**src/hw/rtl/lr_pkg.sv**
```systemverilog
// Line rasterizer shared package: command codes and fixed payload widths.
// No dependencies; imported by the channel interfaces and the top level.
package lr_pkg;

    localparam int unsigned COLOR_BITS = 32;

    typedef enum logic
    {
        CMD_LOAD = 1'b0,
        CMD_STEP = 1'b1
    } lr_cmd_t;

    typedef logic [COLOR_BITS-1:0] lr_color_t;

endpackage : lr_pkg

```
**src/hw/rtl/lr_if.sv**
```systemverilog
// Valid/ready channel interfaces for the line rasterizer: command in, pixel out.
// Depends on lr_pkg for the command code type and color width.
interface lr_cmd_if
    import lr_pkg::*;
#(
    parameter int unsigned COORD_BITS = 12
);
    logic                  valid;
    logic                  ready;
    lr_cmd_t               command;
    logic [COORD_BITS-1:0] x_start;
    logic [COORD_BITS-1:0] y_start;
    logic [COORD_BITS-1:0] x_end;
    logic [COORD_BITS-1:0] y_end;
    lr_color_t             color;

    modport source (output valid, command, x_start, y_start, x_end, y_end, color,
                    input ready);
    modport sink   (input valid, command, x_start, y_start, x_end, y_end, color,
                    output ready);
endinterface : lr_cmd_if

interface lr_pix_if
    import lr_pkg::*;
#(
    parameter int unsigned COORD_BITS = 12
);
    logic                  valid;
    logic                  ready;
    logic [COORD_BITS-1:0] pixel_x;
    logic [COORD_BITS-1:0] pixel_y;
    lr_color_t             pixel_color;
    logic                  last_pixel;

    modport source (output valid, pixel_x, pixel_y, pixel_color, last_pixel,
                    input ready);
    modport sink   (input valid, pixel_x, pixel_y, pixel_color, last_pixel,
                    output ready);
endinterface : lr_pix_if

```
**src/hw/rtl/line_rasterizer_top.sv**
```systemverilog
// Line rasterizer top: integer DDA stepping, one pixel per step on an active line.
// Latency: a step transfer shows its pixel on the output register the next cycle.
// Throughput: one command per cycle; the error add/compare closes in the accept cycle.
// The command side stalls only while the output register is full and not taken.
// Reset: asynchronous, active low; clears line state and leaves the block idle.
// Depends on lr_pkg and the lr_cmd_if / lr_pix_if interfaces.
module line_rasterizer_top
    import lr_pkg::*;
#(
    parameter int unsigned COORD_BITS = 12
)
(
    input  logic      clk,
    input  logic      rst_n,
    lr_cmd_if.sink    cmd,
    lr_pix_if.source  pix
);

    localparam int unsigned DW = COORD_BITS + 1;   // signed delta
    localparam int unsigned EW = COORD_BITS + 4;   // error accumulator
    localparam int unsigned TMIN_W = COORD_BITS + 2;
    localparam int unsigned TMAJ_W = COORD_BITS + 1;

    typedef logic [COORD_BITS-1:0] coord_t;

    // line state
    coord_t                    cur_x_reg, cur_x_next;
    coord_t                    cur_y_reg, cur_y_next;
    coord_t                    major_end_reg, major_end_next;
    logic signed [EW-1:0]      err_acc_reg, err_acc_next;
    logic signed [TMIN_W-1:0]  tmin_reg, tmin_next;
    logic [TMAJ_W-1:0]         tmaj_reg, tmaj_next;
    logic                      x_major_reg, x_major_next;
    logic                      active_reg, active_next;
    lr_color_t                 color_reg, color_next;

    // output register
    logic                      out_valid_reg, out_valid_next;
    coord_t                    pix_x_reg, pix_x_next;
    coord_t                    pix_y_reg, pix_y_next;
    lr_color_t                 pix_color_reg, pix_color_next;
    logic                      pix_last_reg, pix_last_next;

    logic                      accept;
    logic                      emit;

    // load path
    logic signed [DW-1:0]      dx, dy, sdx, sdy, maj_d, min_d;
    coord_t                    adx, ady;
    logic                      ld_x_major, ld_swap;

    // step path
    logic signed [EW-1:0]      err_sum, half, tmaj_ext;
    logic                      step_up, step_dn;
    coord_t                    minor_next;
    logic                      last;

    assign cmd.ready = !out_valid_reg || pix.ready;
    assign accept    = cmd.valid && cmd.ready;
    assign emit      = accept && (cmd.command == CMD_STEP) && active_reg;

    assign pix.valid       = out_valid_reg;
    assign pix.pixel_x     = pix_x_reg;
    assign pix.pixel_y     = pix_y_reg;
    assign pix.pixel_color = pix_color_reg;
    assign pix.last_pixel  = pix_last_reg;

    always_comb
    begin
        dx  = $signed({1'b0, cmd.x_end}) - $signed({1'b0, cmd.x_start});
        dy  = $signed({1'b0, cmd.y_end}) - $signed({1'b0, cmd.y_start});
        adx = dx[DW-1] ? coord_t'(-dx) : coord_t'(dx);
        ady = dy[DW-1] ? coord_t'(-dy) : coord_t'(dy);
        ld_x_major = adx > ady;
        ld_swap    = ld_x_major ? dx[DW-1] : dy[DW-1];
        sdx   = ld_swap ? -dx : dx;
        sdy   = ld_swap ? -dy : dy;
        maj_d = ld_x_major ? sdx : sdy;   // never negative
        min_d = ld_x_major ? sdy : sdx;
    end

    always_comb
    begin
        tmaj_ext = $signed({{(EW-TMAJ_W){1'b0}}, tmaj_reg});
        half     = $signed({{(EW-TMAJ_W+1){1'b0}}, tmaj_reg[TMAJ_W-1:1]});
        err_sum  = err_acc_reg + {{(EW-TMIN_W){tmin_reg[TMIN_W-1]}}, tmin_reg};
        step_up  = err_sum > half;
        step_dn  = !step_up && (err_sum < -half);
        minor_next = x_major_reg ? cur_y_reg : cur_x_reg;
        if (step_up)
        begin
            minor_next = minor_next + coord_t'(1);
        end
        else if (step_dn)
        begin
            minor_next = minor_next - coord_t'(1);
        end
        last = (x_major_reg ? cur_x_reg : cur_y_reg) == major_end_reg;
    end

    always_comb
    begin
        cur_x_next     = cur_x_reg;
        cur_y_next     = cur_y_reg;
        major_end_next = major_end_reg;
        err_acc_next   = err_acc_reg;
        tmin_next      = tmin_reg;
        tmaj_next      = tmaj_reg;
        x_major_next   = x_major_reg;
        active_next    = active_reg;
        color_next     = color_reg;

        out_valid_next = out_valid_reg && !pix.ready;
        pix_x_next     = pix_x_reg;
        pix_y_next     = pix_y_reg;
        pix_color_next = pix_color_reg;
        pix_last_next  = pix_last_reg;

        if (accept && (cmd.command == CMD_LOAD))
        begin
            cur_x_next     = ld_swap ? cmd.x_end : cmd.x_start;
            cur_y_next     = ld_swap ? cmd.y_end : cmd.y_start;
            major_end_next = ld_x_major ? (ld_swap ? cmd.x_start : cmd.x_end)
                                        : (ld_swap ? cmd.y_start : cmd.y_end);
            err_acc_next   = '0;
            tmaj_next      = {maj_d[COORD_BITS-1:0], 1'b0};
            tmin_next      = {min_d, 1'b0};
            x_major_next   = ld_x_major;
            active_next    = 1'b1;
            color_next     = cmd.color;
        end
        else if (emit)
        begin
            out_valid_next = 1'b1;
            pix_x_next     = cur_x_reg;
            pix_y_next     = cur_y_reg;
            pix_color_next = color_reg;
            pix_last_next  = last;
            if (last)
            begin
                active_next = 1'b0;
            end
            else
            begin
                if (step_up)
                begin
                    err_acc_next = err_sum - tmaj_ext;
                end
                else if (step_dn)
                begin
                    err_acc_next = err_sum + tmaj_ext;
                end
                else
                begin
                    err_acc_next = err_sum;
                end
                if (x_major_reg)
                begin
                    cur_x_next = cur_x_reg + coord_t'(1);
                    cur_y_next = minor_next;
                end
                else
                begin
                    cur_y_next = cur_y_reg + coord_t'(1);
                    cur_x_next = minor_next;
                end
            end
        end
    end

    always_ff @(posedge clk or negedge rst_n)
    begin
        if (!rst_n)
        begin
            cur_x_reg     <= '0;
            cur_y_reg     <= '0;
            major_end_reg <= '0;
            err_acc_reg   <= '0;
            tmin_reg      <= '0;
            tmaj_reg      <= '0;
            x_major_reg   <= 1'b0;
            active_reg    <= 1'b0;
            color_reg     <= '0;
            out_valid_reg <= 1'b0;
        end
        else
        begin
            cur_x_reg     <= cur_x_next;
            cur_y_reg     <= cur_y_next;
            major_end_reg <= major_end_next;
            err_acc_reg   <= err_acc_next;
            tmin_reg      <= tmin_next;
            tmaj_reg      <= tmaj_next;
            x_major_reg   <= x_major_next;
            active_reg    <= active_next;
            color_reg     <= color_next;
            out_valid_reg <= out_valid_next;
        end
    end

    always_ff @(posedge clk)
    begin
        pix_x_reg     <= pix_x_next;
        pix_y_reg     <= pix_y_next;
        pix_color_reg <= pix_color_next;
        pix_last_reg  <= pix_last_next;
    end

endmodule : line_rasterizer_top
```
**src/flat_wrapper.sv**
```systemverilog
// flat-port wrapper written by rule: the top's interface ports become plain ports
module line_rasterizer_top_flat import lr_pkg::*;
#(
    parameter int unsigned COORD_BITS = 12
)
  (clk, rst_n, cmd_valid, cmd_command, cmd_x_start, cmd_y_start, cmd_x_end, cmd_y_end, cmd_color, cmd_ready, pix_valid, pix_pixel_x, pix_pixel_y, pix_pixel_color, pix_last_pixel, pix_ready);
  lr_cmd_if #(.COORD_BITS(COORD_BITS)) cmd_i ();
  lr_pix_if #(.COORD_BITS(COORD_BITS)) pix_i ();
  input  logic clk;
  input  logic rst_n;
  input wire logic [$bits(cmd_i.valid)-1:0] cmd_valid;
  input wire logic [$bits(cmd_i.command)-1:0] cmd_command;
  input wire logic [$bits(cmd_i.x_start)-1:0] cmd_x_start;
  input wire logic [$bits(cmd_i.y_start)-1:0] cmd_y_start;
  input wire logic [$bits(cmd_i.x_end)-1:0] cmd_x_end;
  input wire logic [$bits(cmd_i.y_end)-1:0] cmd_y_end;
  input wire logic [$bits(cmd_i.color)-1:0] cmd_color;
  output wire logic [$bits(cmd_i.ready)-1:0] cmd_ready;
  output wire logic [$bits(pix_i.valid)-1:0] pix_valid;
  output wire logic [$bits(pix_i.pixel_x)-1:0] pix_pixel_x;
  output wire logic [$bits(pix_i.pixel_y)-1:0] pix_pixel_y;
  output wire logic [$bits(pix_i.pixel_color)-1:0] pix_pixel_color;
  output wire logic [$bits(pix_i.last_pixel)-1:0] pix_last_pixel;
  input wire logic [$bits(pix_i.ready)-1:0] pix_ready;
  assign cmd_i.valid = cmd_valid;
  assign cmd_i.command = cmd_command;
  assign cmd_i.x_start = cmd_x_start;
  assign cmd_i.y_start = cmd_y_start;
  assign cmd_i.x_end = cmd_x_end;
  assign cmd_i.y_end = cmd_y_end;
  assign cmd_i.color = cmd_color;
  assign cmd_ready = cmd_i.ready;
  assign pix_valid = pix_i.valid;
  assign pix_pixel_x = pix_i.pixel_x;
  assign pix_pixel_y = pix_i.pixel_y;
  assign pix_pixel_color = pix_i.pixel_color;
  assign pix_last_pixel = pix_i.last_pixel;
  assign pix_i.ready = pix_ready;
  line_rasterizer_top #(.COORD_BITS(COORD_BITS)) u_core (.clk(clk), .rst_n(rst_n), .cmd(cmd_i), .pix(pix_i));
endmodule
```
**config.mk**
```make
export PLATFORM = sky130hd
export DESIGN_NAME = line_rasterizer_top_flat
export DESIGN_NICKNAME = d
export VERILOG_FILES = /design/src/hw/rtl/lr_pkg.sv /design/src/hw/rtl/lr_if.sv /design/src/hw/rtl/line_rasterizer_top.sv /design/src/flat_wrapper.sv
export SDC_FILE = /design/constraint.sdc
export NUM_CORES = 1
export LEC_CHECK = 0
export ABC_CLOCK_PERIOD_IN_PS = 4400
export BUFFER_PORTS_ARGS = -buffer_cell sky130_fd_sc_hd__clkbuf_2
export CORE_MARGIN = 2
export CORE_UTILIZATION = 35
export CTS_BUF_LIST = sky130_fd_sc_hd__clkbuf_16
export DETAILED_ROUTE_END_ITERATION = 7
export GPL_TIMING_DRIVEN = 1
export PLACE_DENSITY_LB_ADDON = 0.15
export SLEW_MARGIN = 20
export SYNTH_ARGS = -nofsm -noshare
export SYNTH_HDL_FRONTEND = slang
export SYNTH_SLANG_ARGS = --single-unit
```
**constraint.sdc**
```tcl
create_clock -name clk -period 4.4 [get_ports clk]
set_input_delay 0.66 -clock clk [delete_from_list [all_inputs] [get_ports clk]]
set_output_delay 0.66 -clock clk [all_outputs]
set_load 0.1 [all_outputs]
```
==> flow_summary.ini <==
[run_status]
status = finished, violations left
violations = negative setup slack

[timing]
min_period_ps = 4920
worst_slew_pin_slew_ps = 976
min_period_over_period = 1.12
setup_ws_ps = -520
setup_violations = 56
hold_viol = 0
clock.fmax_mhz = 203
tns_ps = -18800
slew_headroom = 0.349
final.setup_skew_ps = 16.1
maxSlewViolCount = 0
grt_setup_unrepaired = yes

[power_and_ir_drop]
powerDensity_nw_per_um2 = 917
vdd_drop_max_mv = 0.478
p_leak_uw = 0.00815

[die]
initial_core_util = 0.357
die_w_um = 198
fp.coreArea_um2 = 36800
die_area_um2 = 39100
die_y_um = 198
io_pins = 144
row_count = 70

[yosys]
synth_nets = 1745
yosysTopAreaCell = dfrtp_1
ys_ff_latch = 168
syn_avg_cell_area_um2 = 8.49
synth_edf_count = 57
syn_area_um2 = 13100
synth_cell_types = 77
netlist_instances = 1546
dominantRegCellSynth = dfrtp_1
synth_area_leaders = dfrtp_1, edfxtp_1, ha_1
synthArstFlopShare = 0.661
ys_seq_area_frac = 0.342
ys_warn_count = 0
synth_top_area_frac = 0.212

[routing]
post-route-drc-count = 0
viasPerCell = 5.39
wl_um = 44600
vias = 12800
first_pass_iters = 6
wire_per_inst_um = 18.8
drtIter0Drc = 945
ant_nets = 0

[critical_path]
crit_type = input port to flip-flop
reg2reg_depth = 22
reg2reg_from = u_core.tmin_reg[1]
crit_path_start = cmd_x_end[1]
start_kind = input port
endpoint_kind = flip-flop
crit_fanout = 5
cp.arrival_ps = 5260
required_ps = 4740

[place]
post-place-ws_ps = -1050
portBuffers = 143
dp_hpwl_um = 34400
gp_congestion = 0.916

[global_routing]
grt_use_total = 0.225
antenna_found_initial = 0
overflow = 0
first_global_vias = 12400
grt_max_degree = 71
grt_pass1_wl_um = 68600

[clock_network]
cts.sinks = 168
clk_latency_ps = 440
clockBufferDepth = 2
cts_root_buffer = clkbuf_16
cts.reportedPaths.clkPinSlew_ps = 80
holdBufCountCts = 0
htreeDepth = 4
numCtsBuffers = 17
cts_tree = yes

[hold_path]
hold_class = input port to asynchronous set/reset pin

[run]
cap_viol_max_count = 0

[layout]
nets = 2093
insertedDiodeCount = 0
final_cell_mix = nand2_1, buf_4, clkbuf_2, dfrtp_1, ha_1
syn_to_final_growth_pct = 35.4
final_common_cell = nand2_1
drive_above_1_share = 0.318
## worst paths after layout
path,endpoint,slack (ps)
worst max-delay path,u_core.cur_y_reg[1],-520
worst min-delay path,u_core.color_reg[24],360
worst max register to register,u_core.cur_x_reg[2],20
worst min register to register,u_core.pix.pixel_color[22],450
max in group asynchronous,u_core.tmin_reg[5],3230
min in group clk,u_core.color_reg[27],420
## metal layers
layer,up-vias,track usage,wire (µm)
met5,-,0,0
li1,6218,-,-
met1,6139,0.324,21300
met2,402,0.352,20000
met3,52,0.0317,2460
met4,0,0.0666,891
## where the power goes
part           switching, µW  internal [µW]  leakage (µW)
clock network            734            807      0.000290
registers                568           2080       0.00189
logic                   6660           5440       0.00597
total                   7960           8330       0.00815
## worst max-delay path, cell delays in order
cell,delay (ps)
buf_8,100
ha_4,220
nor2b_4,120
o21a_1,170
or3_4,330
and2_4,160
or4b_4,510
or3_4,350
or3_4,360
nand2_4,80
xnor2_2,70
ha_4,290
nand4_1,130
a211o_1,290
a31oi_4,240
nor2_4,60
a21o_4,240
buf_4,170
clkbuf_16,160
nand2_1,60
a21oi_1,140
a311o_1,320
## metrics by stage
stage / total power (µW) / cells / hold WS [ps] / util / area [µm²]
2_1_floorplan: 9480 / 1546 / 364 / - / 13300
3_3_place_gp: 13000 / 2319 / 427 / 0.438 / 16100
3_5_place_dp: 13100 / 2319 / 430 / 0.438 / 16100
4_1_cts: 15000 / 2358 / 396 / 0.461 / 17000
5_1_grt: 17500 / 2375 / 395 / 0.483 / 17800
6_report: 16300 / 2375 / 364 / 0.483 / 17800
## what timing repair did
item                                    CTS  global route
pin swaps                                13            35
cloned                                    1             5
endpoints found under the setup margin   58            77
setup buffers                             7            12
hold endpoints to repair                  0             0
resized for setup                        56           144
## kinds of logic after synthesis
| kind of cell | count (synthesis) | share of synthesized area |
|---|---|---|
| AND/OR/NAND/NOR | 537 | 0.187 |
| XOR/XNOR | 110 | 0.0734 |
| adder cells (fa/ha/maj) | 114 | 0.112 |
| multiplexers | 59 | 0.0468 |
| AO/OA/AOI/OAI | 398 | 0.193 |
| flip-flops | 168 | 0.342 |
| buffers and inverters | 160 | 0.0465 |
## Yosys cell counts, drive strengths merged (6+ instances only)
| master | n |
|---|---|
| nor3 | 29 |
| and2 | 6 |
| o31ai | 9 |
| nor2 | 85 |
| o21a | 12 |
| o211ai | 23 |
| ha | 108 |
| buf | 12 |
| mux2 | 19 |
| fa | 6 |
| o21bai | 6 |
| xnor2 | 58 |
| dfrtp | 111 |
| o21ai | 122 |
| a211oi | 14 |
| nand3 | 32 |
| nand2 | 269 |
| xor2 | 52 |
| or2 | 7 |
| inv | 81 |
| clkbuf | 67 |
| and3 | 15 |
| a41oi | 6 |
| mux2i | 40 |
| nor4 | 14 |
| a21o | 20 |
| nand4 | 22 |
| a21boi | 7 |
| or3 | 16 |
| a31oi | 16 |
| o221ai | 8 |
| a21oi | 88 |
| nor2b | 15 |
| o22ai | 11 |
| edfxtp | 57 |
| nand2b | 15 |
## area by class of cell
| type | count | area, µm² |
|---|---|---|
| clock buffers | 17 | 425 |
| multi-input cells | 1218 | 8870 |
| fillers | 3520 | 19000 |
| inverters | 81 | 309 |
| well taps | 468 | 586 |
| repair buffers | 408 | 2930 |
| clock inverters | 15 | 158 |
| flip-flops and latches | 168 | 4490 |
No activity file was read; power rests on OpenSTA's default activity.
